### src/hdl/cleb_pkg.sv
package cleb_pkg;

  // Field widths of the item channels
  localparam int OP_W   = 3;
  localparam int CHAR_W = 8;
  localparam int POS_W  = 7;

  // Operation codes; the two codes above OP_READ do nothing
  localparam logic [OP_W-1:0] OP_INSERT = 3'd0;
  localparam logic [OP_W-1:0] OP_DELETE = 3'd1;
  localparam logic [OP_W-1:0] OP_FWD    = 3'd2;
  localparam logic [OP_W-1:0] OP_BWD    = 3'd3;
  localparam logic [OP_W-1:0] OP_CLEAR  = 3'd4;
  localparam logic [OP_W-1:0] OP_READ   = 3'd5;

  // Printable range and the byte that stands in for anything outside it
  localparam logic [CHAR_W-1:0] PRINT_LOW  = 8'd32;
  localparam logic [CHAR_W-1:0] PRINT_HIGH = 8'd126;
  localparam logic [CHAR_W-1:0] SUBST_CHAR = 8'd63;

  // Replace a non-printable byte with the substitute
  function automatic logic [CHAR_W-1:0] map_char(input logic [CHAR_W-1:0] ch);
    logic [CHAR_W-1:0] res;
    if (ch < PRINT_LOW || ch > PRINT_HIGH) begin
      res = SUBST_CHAR;
    end else begin
      res = ch;
    end
    return res;
  endfunction

endpackage

### src/hdl/cleb_if.sv
interface cleb_in_if;
  logic                        valid;
  logic                        ready;
  logic [cleb_pkg::OP_W-1:0]   op;
  logic [cleb_pkg::CHAR_W-1:0] char_in;
  logic [cleb_pkg::POS_W-1:0]  read_index;

  modport source (output valid, output op, output char_in, output read_index, input ready);
  modport sink   (input valid, input op, input char_in, input read_index, output ready);
endinterface

interface cleb_out_if;
  logic                        valid;
  logic                        ready;
  logic                        ok;
  logic [cleb_pkg::CHAR_W-1:0] removed_char;
  logic [cleb_pkg::CHAR_W-1:0] read_char;
  logic [cleb_pkg::POS_W-1:0]  cursor_pos;
  logic [cleb_pkg::POS_W-1:0]  line_length;

  modport source (output valid, output ok, output removed_char, output read_char,
                  output cursor_pos, output line_length, input ready);
  modport sink   (input valid, input ok, input removed_char, input read_char,
                  input cursor_pos, input line_length, output ready);
endinterface

### src/hdl/cleb_line_ram.sv
module cleb_line_ram #(
  parameter int DEPTH = 128,
  localparam int AW = $clog2(DEPTH)
) (
  input  logic                        clk,
  input  logic                        wr_en,
  input  logic [AW-1:0]               wr_addr,
  input  logic [cleb_pkg::CHAR_W-1:0] wr_data,
  input  logic                        rd_en,
  input  logic [AW-1:0]               rd_addr,
  output logic [cleb_pkg::CHAR_W-1:0] rd_data
);

  logic [cleb_pkg::CHAR_W-1:0] mem [DEPTH];
  logic [cleb_pkg::CHAR_W-1:0] rd_data_r;

  // One write port, one registered read port
  always_ff @(posedge clk) begin
    if (wr_en) begin
      mem[wr_addr] <= wr_data;
    end
    if (rd_en) begin
      rd_data_r <= mem[rd_addr];
    end
  end

  assign rd_data = rd_data_r;

endmodule

### src/hdl/cursor_line_edit_buffer_core.sv
// Channel   Dir  Handshake          Payload
// in_item   in   valid/ready        op, char_in, read_index
// out_item  out  valid/ready        ok, removed_char, read_char, cursor_pos, line_length
//
// One item at a time; ready is high only while the sequencer is idle.
// Insert and delete shift the bytes between cursor and line end one byte per cycle
// through the single line RAM port pair; clear sweeps zeros through the whole RAM.
// Every item ends in the result state, which can wait on out_item.ready.
// After reset the block sweeps zeros through every RAM cell before ready rises.
// A result waits in the output register while the next item is accepted.
module cursor_line_edit_buffer_core #(
  parameter int LINE_SIZE = 128
) (
  input  logic       clk,
  input  logic       rst_n,
  cleb_in_if.sink    in_item,
  cleb_out_if.source out_item
);

  localparam int AW = $clog2(LINE_SIZE);
  localparam int NW = $clog2(LINE_SIZE + 1);
  localparam int XW = ((AW > cleb_pkg::POS_W) ? AW : cleb_pkg::POS_W) + 1;
  localparam logic [AW-1:0] LAST   = AW'(LINE_SIZE - 1);
  localparam logic [AW-1:0] NEAR   = AW'(LINE_SIZE - 3);
  localparam logic [XW-1:0] SIZE_X = XW'(LINE_SIZE);

  typedef enum logic [2:0] {
    S_INIT, S_IDLE, S_RDW, S_SHIFT, S_WCH, S_CLR, S_DONE
  } state_t;

  state_t                      state_r;
  logic [AW-1:0]               cur_r;
  logic [AW-1:0]               end_r;
  logic [cleb_pkg::OP_W-1:0]   op_r;
  logic [cleb_pkg::CHAR_W-1:0] ch_r;
  logic [AW-1:0]               src_r;
  logic [AW-1:0]               last_r;
  logic [AW-1:0]               ptr_r;
  logic [NW-1:0]               cnt_r;
  logic                        pend_r;
  logic                        up_r;
  logic                        res_ok_r;
  logic [cleb_pkg::CHAR_W-1:0] res_rm_r;
  logic [cleb_pkg::CHAR_W-1:0] res_rd_r;
  logic                        out_valid_r;
  logic                        out_ok_r;
  logic [cleb_pkg::CHAR_W-1:0] out_rm_r;
  logic [cleb_pkg::CHAR_W-1:0] out_rd_r;
  logic [cleb_pkg::POS_W-1:0]  out_cur_r;
  logic [cleb_pkg::POS_W-1:0]  out_len_r;

  logic                        wr_en;
  logic [AW-1:0]               wr_addr;
  logic [cleb_pkg::CHAR_W-1:0] wr_data;
  logic                        rd_en;
  logic [AW-1:0]               rd_addr;
  logic [cleb_pkg::CHAR_W-1:0] rd_data;

  logic [XW-1:0]               idx_x;
  logic                        idx_ok;
  logic [AW-1:0]               hi;
  logic [XW-1:0]               cur_x;
  logic [XW-1:0]               end_x;

  assign idx_x  = XW'(in_item.read_index);
  assign idx_ok = idx_x < SIZE_X;
  assign cur_x  = XW'(cur_r);
  assign end_x  = XW'(end_r);
  // Top of the insert shift: one past the end, held at the last cell
  assign hi     = (end_r == LAST) ? LAST : end_r + AW'(1);

  cleb_line_ram #(.DEPTH(LINE_SIZE)) u_ram (
    .clk     (clk),
    .wr_en   (wr_en),
    .wr_addr (wr_addr),
    .wr_data (wr_data),
    .rd_en   (rd_en),
    .rd_addr (rd_addr),
    .rd_data (rd_data)
  );

  // Steer the RAM ports from the sequencer state
  always_comb begin
    wr_en   = 1'b0;
    wr_addr = ptr_r;
    wr_data = '0;
    rd_en   = 1'b0;
    rd_addr = src_r;
    unique case (state_r)
      S_INIT, S_CLR: begin
        wr_en = 1'b1;
      end
      S_IDLE: begin
        rd_en   = in_item.valid;
        rd_addr = (in_item.op == cleb_pkg::OP_DELETE) ? cur_r - AW'(1) : idx_x[AW-1:0];
      end
      S_SHIFT: begin
        wr_en   = pend_r;
        wr_addr = up_r ? last_r + AW'(1) : last_r - AW'(1);
        wr_data = rd_data;
        rd_en   = (cnt_r != '0);
      end
      S_WCH: begin
        wr_en   = 1'b1;
        wr_addr = cur_r;
        wr_data = ch_r;
      end
      default: ;
    endcase
  end

  assign in_item.ready = (state_r == S_IDLE);

  // Sequencer and output register
  always_ff @(posedge clk) begin
    if (!rst_n) begin
      state_r     <= S_INIT;
      ptr_r       <= '0;
      cur_r       <= '0;
      end_r       <= '0;
      cnt_r       <= '0;
      pend_r      <= 1'b0;
      up_r        <= 1'b0;
      out_valid_r <= 1'b0;
    end else begin
      if (out_item.ready) begin
        out_valid_r <= 1'b0;
      end
      unique case (state_r)
        // Sweep zeros through the store
        S_INIT, S_CLR: begin
          ptr_r <= ptr_r + AW'(1);
          if (ptr_r == LAST) begin
            ptr_r   <= '0;
            state_r <= (state_r == S_CLR) ? S_DONE : S_IDLE;
          end
        end
        // Take an item and decode it
        S_IDLE: begin
          if (in_item.valid) begin
            op_r     <= in_item.op;
            ch_r     <= cleb_pkg::map_char(in_item.char_in);
            res_ok_r <= 1'b0;
            res_rm_r <= '0;
            res_rd_r <= '0;
            state_r  <= S_DONE;
            unique case (in_item.op)
              cleb_pkg::OP_INSERT: begin
                if (cur_r != LAST) begin
                  if (cur_r <= NEAR) begin
                    up_r    <= 1'b1;
                    src_r   <= hi - AW'(1);
                    cnt_r   <= NW'(hi - cur_r);
                    pend_r  <= 1'b0;
                    state_r <= S_SHIFT;
                  end else begin
                    state_r <= S_WCH;
                  end
                end
              end
              cleb_pkg::OP_DELETE: begin
                if (cur_r != '0) begin
                  state_r <= S_RDW;
                end
              end
              cleb_pkg::OP_FWD: begin
                if (cur_r < end_r) begin
                  cur_r    <= cur_r + AW'(1);
                  res_ok_r <= 1'b1;
                end
              end
              cleb_pkg::OP_BWD: begin
                if (cur_r != '0) begin
                  cur_r    <= cur_r - AW'(1);
                  res_ok_r <= 1'b1;
                end
              end
              cleb_pkg::OP_CLEAR: begin
                cur_r    <= '0;
                end_r    <= '0;
                ptr_r    <= '0;
                res_ok_r <= 1'b1;
                state_r  <= S_CLR;
              end
              cleb_pkg::OP_READ: begin
                if (idx_ok) begin
                  state_r <= S_RDW;
                end
              end
              default: ;
            endcase
          end
        end
        // Capture the byte read; a delete then pulls the tail left
        S_RDW: begin
          res_ok_r <= 1'b1;
          if (op_r == cleb_pkg::OP_DELETE) begin
            res_rm_r <= rd_data;
            up_r     <= 1'b0;
            src_r    <= cur_r;
            cnt_r    <= NW'(end_r - cur_r) + NW'(1);
            pend_r   <= 1'b0;
            cur_r    <= cur_r - AW'(1);
            if (end_r != '0) begin
              end_r <= end_r - AW'(1);
            end
            state_r <= S_SHIFT;
          end else begin
            res_rd_r <= rd_data;
            state_r  <= S_DONE;
          end
        end
        // Move one byte per cycle: read the next source while writing the last
        S_SHIFT: begin
          if (cnt_r != '0) begin
            last_r <= src_r;
            src_r  <= up_r ? src_r - AW'(1) : src_r + AW'(1);
            cnt_r  <= cnt_r - NW'(1);
            pend_r <= 1'b1;
          end else begin
            pend_r  <= 1'b0;
            state_r <= up_r ? S_WCH : S_DONE;
          end
        end
        // Write the inserted byte and advance
        S_WCH: begin
          cur_r <= cur_r + AW'(1);
          if (end_r != LAST) begin
            end_r <= end_r + AW'(1);
          end
          res_ok_r <= 1'b1;
          state_r  <= S_DONE;
        end
        // Hand the result to the output register once it is free
        S_DONE: begin
          if (!out_valid_r || out_item.ready) begin
            out_valid_r <= 1'b1;
            out_ok_r    <= res_ok_r;
            out_rm_r    <= res_rm_r;
            out_rd_r    <= res_rd_r;
            out_cur_r   <= cur_x[cleb_pkg::POS_W-1:0];
            out_len_r   <= end_x[cleb_pkg::POS_W-1:0];
            state_r     <= S_IDLE;
          end
        end
        default: state_r <= S_IDLE;
      endcase
    end
  end

  assign out_item.valid        = out_valid_r;
  assign out_item.ok           = out_ok_r;
  assign out_item.removed_char = out_rm_r;
  assign out_item.read_char    = out_rd_r;
  assign out_item.cursor_pos   = out_cur_r;
  assign out_item.line_length  = out_len_r;

  // The cursor never passes the end of the line
  a_cur_le_end: assert property (@(posedge clk) disable iff (!rst_n)
    cur_r <= end_r)
    else $error("cursor beyond line end");

  // An accepted item keeps the sequencer busy, so ready is low in the next cycle
  a_busy_after_accept: assert property (@(posedge clk) disable iff (!rst_n)
    in_item.valid && in_item.ready |=> !in_item.ready)
    else $error("ready stayed high after accept");

  // Shift writes stay at or above the cursor
  a_shift_range: assert property (@(posedge clk) disable iff (!rst_n)
    state_r == S_SHIFT && pend_r |->
      (up_r && wr_addr > cur_r) || (!up_r && wr_addr >= cur_r))
    else $error("shift write below cursor");

  // A new result is loaded only from the result state
  a_out_from_done: assert property (@(posedge clk) disable iff (!rst_n)
    $rose(out_valid_r) |-> $past(state_r == S_DONE))
    else $error("result raised outside result state");

endmodule
### src/flat_wrapper.sv
// flat-port wrapper written by rule: the top's interface ports become plain ports
module cursor_line_edit_buffer_core_flat 
#(
  parameter int LINE_SIZE = 128
)
  (clk, rst_n, in_item_valid, in_item_op, in_item_char_in, in_item_read_index, in_item_ready, out_item_valid, out_item_ok, out_item_removed_char, out_item_read_char, out_item_cursor_pos, out_item_line_length, out_item_ready);
  cleb_in_if in_item_i ();
  cleb_out_if out_item_i ();
  input  logic clk;
  input  logic rst_n;
  input wire logic [$bits(in_item_i.valid)-1:0] in_item_valid;
  input wire logic [$bits(in_item_i.op)-1:0] in_item_op;
  input wire logic [$bits(in_item_i.char_in)-1:0] in_item_char_in;
  input wire logic [$bits(in_item_i.read_index)-1:0] in_item_read_index;
  output wire logic [$bits(in_item_i.ready)-1:0] in_item_ready;
  output wire logic [$bits(out_item_i.valid)-1:0] out_item_valid;
  output wire logic [$bits(out_item_i.ok)-1:0] out_item_ok;
  output wire logic [$bits(out_item_i.removed_char)-1:0] out_item_removed_char;
  output wire logic [$bits(out_item_i.read_char)-1:0] out_item_read_char;
  output wire logic [$bits(out_item_i.cursor_pos)-1:0] out_item_cursor_pos;
  output wire logic [$bits(out_item_i.line_length)-1:0] out_item_line_length;
  input wire logic [$bits(out_item_i.ready)-1:0] out_item_ready;
  assign in_item_i.valid = in_item_valid;
  assign in_item_i.op = in_item_op;
  assign in_item_i.char_in = in_item_char_in;
  assign in_item_i.read_index = in_item_read_index;
  assign in_item_ready = in_item_i.ready;
  assign out_item_valid = out_item_i.valid;
  assign out_item_ok = out_item_i.ok;
  assign out_item_removed_char = out_item_i.removed_char;
  assign out_item_read_char = out_item_i.read_char;
  assign out_item_cursor_pos = out_item_i.cursor_pos;
  assign out_item_line_length = out_item_i.line_length;
  assign out_item_i.ready = out_item_ready;
  cursor_line_edit_buffer_core #(.LINE_SIZE(LINE_SIZE)) u_core (.clk(clk), .rst_n(rst_n), .in_item(in_item_i), .out_item(out_item_i));
endmodule
### config.mk
export PLATFORM = sky130hd
export DESIGN_NAME = cursor_line_edit_buffer_core_flat
export DESIGN_NICKNAME = d
export VERILOG_FILES = /design/src/hdl/cleb_pkg.sv /design/src/hdl/cleb_if.sv /design/src/hdl/cleb_line_ram.sv /design/src/hdl/cursor_line_edit_buffer_core.sv /design/src/flat_wrapper.sv
export SDC_FILE = /design/constraint.sdc
export NUM_CORES = 2
export LEC_CHECK = 0
export ABC_AREA = 1
export BUFFER_PORTS_ARGS = -buffer_cell sky130_fd_sc_hd__buf_2
export CAP_MARGIN = 20
export CORE_MARGIN = 2
export CORE_UTILIZATION = 35
export DETAILED_ROUTE_END_ITERATION = 16
export HOLD_SLACK_MARGIN = 0.08
export PLACE_DENSITY = 0.6
export SYNTH_ARGS = -nofsm -noshare
export SYNTH_HDL_FRONTEND = slang
export SYNTH_SLANG_ARGS = --single-unit
export TNS_END_PERCENT = 100
### constraint.sdc
create_clock -name clk -period 19.25 [get_ports clk]
set_input_delay 3.85 -clock clk [delete_from_list [all_inputs] [get_ports clk]]
set_output_delay 3.85 -clock clk [all_outputs]
set_load 0.1 [all_outputs]
After elaboration in Yosys (flattened, before gate mapping)
Memory sizes are Yosys's and may differ from the RTL's. A register that Yosys moved wholly into a read port is not among the register bits.
Cells that the tools add are included.
{"block": "op_classes", "order_cmp": 5, "reduce_logical": 30, "eq_ne": 32, "addsub": 14, "mux": 77}
{"cell": "two-way mux 7 bit", "count": 21}
{"cell": "one-hot mux 7 bit (3 select lines)", "count": 4}
{"cell": "two-way mux 8 bit", "count": 9}
{"cell": "one-hot mux 8 bit (2 select lines)", "count": 3}
{"cell": "adder 7 x 1 -> 7 bit (second input constant)", "count": 5}
{"cell": "subtractor 7 x 1 -> 7 bit (second input constant)", "count": 5}
{"cell": "two-way mux 3 bit", "count": 10}
{"cell": "one-hot mux 7 bit (2 select lines)", "count": 2}
{"cell": "one-hot mux 8 bit (3 select lines)", "count": 1}
{"cell": "AND reduction 6 bit", "count": 4}
{"cell": "!= test 2 x 1 -> 1 bit (second input constant)", "count": 10}
{"cell": "two-way mux 1 bit", "count": 18}
{"cell": "one-hot mux 3 bit (6 select lines)", "count": 1}
{"cell": "subtractor 7 x 7 -> 8 bit", "count": 2}
{"cell": "== test 3 bit (second input constant)", "count": 5}
{"cell": "AND reduction 3 bit", "count": 5}
{"cell": "== test 7 bit (second input constant)", "count": 2}
{"cell": "!= test 7 bit (second input constant)", "count": 2}
{"cell": "nonzero test 7 bit", "count": 2}
{"cell": "== test 3 x 2 -> 1 bit (second input constant)", "count": 4}
{"cell": "one-hot mux 3 bit (4 select lines)", "count": 1}
{"cell": "AND reduction 4 bit", "count": 3}
{"cell": "== test 3 x 1 -> 1 bit (second input constant)", "count": 3}
{"cell": "adder 8 x 1 -> 8 bit (second input constant)", "count": 1}
{"cell": "22 further kinds", "count": 35}
{"block": "totals", "out_inout_bits": 33, "mem_count": 1, "ff_bits": 108, "mem_bits_rw": 1024}
{"memory": "u_core.u_ram.mem", "depth": 128, "width": 8, "read_ports": 1, "rd_clocked_by_memory_dff": 1, "wr": 1, "line_no": "cleb_line_ram.sv:14", "rtl": "logic [cleb_pkg::CHAR_W-1:0] mem [DEPTH];"}

Longest topological paths before layout
{"block": "logic_depth", "ltp_word": 8, "depth_mapped": 19, "depth_no_buf": 18}

Hierarchy
Synthesis repeated with hierarchy kept, for this count alone.
{"block": "hier_totals", "hier_cells": 4419, "hier_area_um2": 48929.4}
{"mod": "cleb_line_ram", "instances": 1, "cells_per_inst": 3575, "area_per_inst_um2": 42184.2}
{"mod": "cursor_line_edit_buffer_core", "instances": 1, "cells_per_inst": 844, "area_per_inst_um2": 6745.2}

Worst setup path before layout
Ideal clock, no wire load.
{"block": "synth_path", "path_kind": "register to register", "startpoint": "register u_core.state_r[2]", "endpoint": "memory u_core.u_ram.mem[0][0] (netlist name), data pin", "setup_slack_ps": 11807, "stages_incl_launch_ff": 9, "synth_period_minus_slack_ps": 7443, "arrival_ps": 6245, "n_path_buf": 3, "cell_sequence": "dfxtp_1 buf_6 nor2_4 inv_2 nor2_4 inv_2 buf_2 clkbuf_1 o21ai_0"}
{"block": "synth_between", "elab_chain_cells": 2, "elab_cells_between_ends": 3}
{"element": "from (decl)", "line_no": "cursor_line_edit_buffer_core.sv:31", "rtl": "state_t state_r;"}
{"element": "from (signal assigned)", "line_no": "cursor_line_edit_buffer_core.sv:135", "rtl": "state_r <= (state_r == S_CLR) ? S_DONE : S_IDLE;"}
{"element": "from (signal assigned)", "line_no": "cursor_line_edit_buffer_core.sv:222", "rtl": "state_r <= up_r ? S_WCH : S_DONE;"}
{"element": "== test 3 bit / == test 3 x 2 -> 1 bit (equally long branches)", "line_no": "cursor_line_edit_buffer_core.sv:89", "rtl": "unique case (state_r)"}
{"element": "one-hot mux 8 bit (2 select lines) *", "line_no": "cursor_line_edit_buffer_core.sv:89"}
{"element": "named net u_core.u_ram.wr_data, one bit", "line_no": "cleb_line_ram.sv:8", "rtl": "input logic [cleb_pkg::CHAR_W-1:0] wr_data,"}
{"element": "to (decl)", "line_no": "cleb_line_ram.sv:14"}
Mark *: on every way through the listed nets, which the timed path passes. The rest lies on a longest branch.

Worst setup path in the final report
{"block": "layout_path", "startpoint": "input port in_item_op[1]", "endpoint": "register u_core.u_ram.rd_data_r, in the netlist u_core.u_ram.rd_data[0] (read register of u_core.u_ram.mem), data pin"}
{"block": "layout_between", "elab_chain_cells": 3}
{"element": "from (decl)", "line_no": "flat_wrapper.sv:12", "rtl": "input wire logic [$bits(in_item_i.op)-1:0] in_item_op;"}
{"element": "== test 3 x 1 -> 1 bit", "line_no": "cursor_line_edit_buffer_core.sv:95", "rtl": "rd_addr = (in_item.op == cleb_pkg::OP_DELETE) ? cur_r - AW'(1) : idx_x[AW-1:0];"}
{"element": "two-way mux 7 bit", "line_no": "cursor_line_edit_buffer_core.sv:95"}
{"element": "two-way mux 7 bit", "line_no": "cursor_line_edit_buffer_core.sv:89"}
{"element": "to (decl)", "line_no": "cleb_line_ram.sv:15", "rtl": "logic [cleb_pkg::CHAR_W-1:0] rd_data_r;"}
Every way passes these cells.
A chain may end at the register's enable or synchronous reset.

==> results.py <==
metrics = {
    "place": {
        "portBuffers": 54,
        "pre_cts_ws_ns": 10.82,
        "hpwl_um": 85400,
        "gp_congestion": 0.886,
        "placed_area_um2": 54300,
        "dp.cells": 7086,
    },
    "sta": {
        "slew_viol_final": 0,
        "tns_ns": 0,
        "finalHoldViolCount": 0,
        "max_slew_margin_pct": 18.5,
        "worstMarginPinSlew_ns": 1.22,
        "setup_slack_ns": 11.37,
        "rsz0062_at_grt": "no",
        "finalSetupViolCount": 0,
        "finalCriticalPeriod_ns": 7.88,
        "clock_skew_ns": 0.0392,
        "fmax_ghz": 0.127,
        "fin_crit_sh_pct": 40.9,
    },
    "global_route": {
        "grt_use_total_pct": 19.0,
        "grt_pass1_wl_um": 221000,
        "grt.overflow.total": 0,
        "grt_pass1_vias": 34659,
        "grt_max_degree": 159,
        "antenna_found_initial": 2,
    },
    "finish": {
        "layout-drive-gt1-share_pct": 5.81,
        "area_growth_pct": 10.3,
        "finish.instance_area_um2": 57900,
        "final-instance-count-excl-fill": 7301,
        "fin_nets": 5262,
    },
    "yosys": {
        "ys_types": 50,
        "ys_top_cells_by_count": "nand2_1, edfxtp_1, nand3_1",
        "synth_top_cells_by_area": "edfxtp_1, nand3_1, nand2_1",
        "async_reset_ff_share_pct": 0,
        "yosysSeqAreaShare_pct": 64.6,
        "synth_fp_nets": 5302,
        "avgSynthCellArea_um2": 10.0,
        "ys_ff_latch": 1140,
        "yosysTopAreaCell": "edfxtp_1",
        "synth_warnings": 0,
        "synth_area_um2": 52500,
        "syn_inst": 5229,
        "synth_most_common_cell": "nand2_1",
        "synth_ff_type": "edfxtp_1",
        "synth_top_area_share_pct": 63.2,
        "synth-edff-count": 1105,
    },
    "worst_setup_path": {
        "cp-start-kind": "input port",
        "cp.required_ns": 19.75,
        "r2r_slack_ns": 13.59,
        "worstPathArrival_ns": 8.38,
        "end_kind": "flop",
        "worstSetupPathType": "in2reg",
        "cp_max_fo": 124,
        "worst_r2r_endpoint": "u_core.u_ram.rd_data[0]$_DFFE_PP_",
        "reg2regPathDepth": 16,
        "timing.rr.start": "u_core.state_r[2]$_SDFFE_PN0P_",
    },
    "cts": {
        "cts_hold_buf": 0,
        "clk-insertion-delay-late_ns": 0.75,
        "cts_setup_buffers": 0,
        "clock-root-buffer": "clkbuf_16",
        "cts_resized": 0,
        "cts_tree": "built",
        "cts_max_path_buffers": 3,
        "clkSinkCount": 1140,
        "path_clk_slew_ns": 0.06,
        "cts-htree-levels": 3,
        "cts_buffers": 117,
    },
    "floorplan": {
        "start_util_pct": 35.1,
        "die_area_um2": 153000,
        "row_count": 142,
        "die_w_um": 391,
        "chipHeight_um": 391,
        "core_area_um2": 149000,
        "ios": 55,
    },
    "power": {
        "total_power_mw": 8.15,
        "p_per_area_nw_per_um2": 141,
        "irDropWorstVdd_mv": 0.115,
        "p_leak_nw": 24.1,
    },
    "outcome": {
        "status": "finished, final reports clean",
    },
    "run": {
        "drv_cap": 0,
    },
    "detailed_routing": {
        "dr.pass1.iters": 8,
        "drt_iter0_markers": 5000,
        "vias": 36853,
        "ant_nets": 0,
        "wl_per_cell_um": 20.2,
        "drc": 0,
        "vias_per_cell": 5.05,
        "drt-total-wl_um": 147000,
    },
    "min_path": {
        "min_delay_path_depth": 0,
        "hp-class": "reg2reg",
        "worstHoldStart": "u_core.res_rm_r[0]$_DFFE_PP_",
        "min_to": "u_core.out_item.removed_char[0]$_DFFE_PP_",
    },
}
flip-flops by register name, indices dropped and copies added (netlist names), 8 cells and up:
| register | cells |
|---|---|
| u_core.out_item.removed_char | 8 |
| u_core.cnt_r | 8 |
| u_core.out_item.read_char | 8 |
| u_core.res_rd_r | 8 |
| u_core.u_ram.mem | 1024 |
| u_core.ch_r | 8 |
| u_core.res_rm_r | 8 |
| u_core.u_ram.rd_data | 8 |
how the worst max path moves through the flow:
stage	from	endpoint	depth (start not counted)
after floorplan	u_core.state_r[2]$_SDFFE_PN0P_	u_core.u_ram.mem[0][0]$_DFFE_PP_	8
after global placement	in_item_op[1]	u_core.u_ram.rd_data[0]$_DFFE_PP_	17
after detailed placement	in_item_op[1]	u_core.u_ram.rd_data[2]$_DFFE_PP_	17
after CTS	in_item_op[1]	u_core.u_ram.rd_data[0]$_DFFE_PP_	17
after global routing	in_item_op[1]	u_core.u_ram.rd_data[3]$_DFFE_PP_	17
final	in_item_op[1]	u_core.u_ram.rd_data[0]$_DFFE_PP_	17
per-layer routing:
metal	GRT usage [%]	wire, µm	part of all wire, %
met5	0	0	0
met4	6.09	4630	3.1
met3	3.22	13200	8.9
met2	28.9	65000	44
met1	27.6	64400	44
cell type report:
| type | instances | area, µm² |
|---|---|---|
| clock inverters | 64 | 468 |
| fillers | 14505 | 91500 |
| inverters | 1032 | 3880 |
| diodes | 2 | 5.00 |
| flip-flops and latches | 1140 | 33900 |
| well taps | 2016 | 2520 |
| multi-input cells | 2798 | 13400 |
| repair buffers | 100 | 616 |
| clock buffers | 149 | 3110 |
critical path, stage by stage:
cell and delay (ns):
buf_2 0.14, inv_1 0.12, nand4_1 0.23, nand2_1 0.19, nand2_2 0.23, nand2_8 0.73, buf_4 0.84, buf_4 0.88
nand2_1 0.11, nand3_1 0.13, nand3_1 0.12, nand3_1 0.13, nand3_1 0.09, nand3_1 0.15, nand2_1 0.08, nand2_1 0.08
nand2_1 0.06
cells in the final DEF, fill, tap and decap left out, types with 5 or more instances in the layout:
cell type  synthesis  final
o22ai_1            9      9
o221ai_1           6      6
buf_2            152     54
or2_2              7      7
o211ai_1           9      9
a211oi_1           7      7
inv_1           1022   1021
edfxtp_1        1105   1105
nor3_1            20     19
ha_1              47     47
xor2_1            15     15
clkinv_1           2     34
dfxtp_1           35     35
nand3_1         1057   1057
a21oi_1           59     59
nor2_1           223    223
bufinv_16          0      6
o21ai_0           56     48
inv_2              8      7
clkbuf_16          0    120
o21ai_4            0      8
clkinv_2           0     18
nand2_2           12     11
clkbuf_1          30     29
nand4_1           10     10
o21a_1             5      5
o21ai_1            6      6
nand2_1         1132   1130
a31oi_1            6      6
nand3b_1          66     66
buf_4             18     46
cell families after synthesis:
kind of cell	share of synthesized area [%]
AND/OR/NAND/NOR	21.5
buffers and inverters	10.2
flip-flops	64.6
AO/OA/AOI/OAI	2.08
adder cells (fa/ha/maj)	1.27
XOR/XNOR	0.317
other	0.00715
per-stage QoR:
stage	util [%]	hold slack, ns
2_1_floorplan	-	0.400
3_3_place_gp	36.3	0.402
3_5_place_dp	36.3	0.405
4_1_cts	38.7	0.418
5_1_grt	38.7	0.422
6_report	38.7	0.417
where the power goes:
group          leakage [nW]  total, mW  internal (mW)  switching [mW]
sequential             10.5       2.86           2.79          0.0681
clock                  1.74       2.17           1.21           0.960
combinational          11.8       3.12          0.851            2.27
total                  24.1       8.15           4.86            3.30
Power figures use the tool's default switching activity.
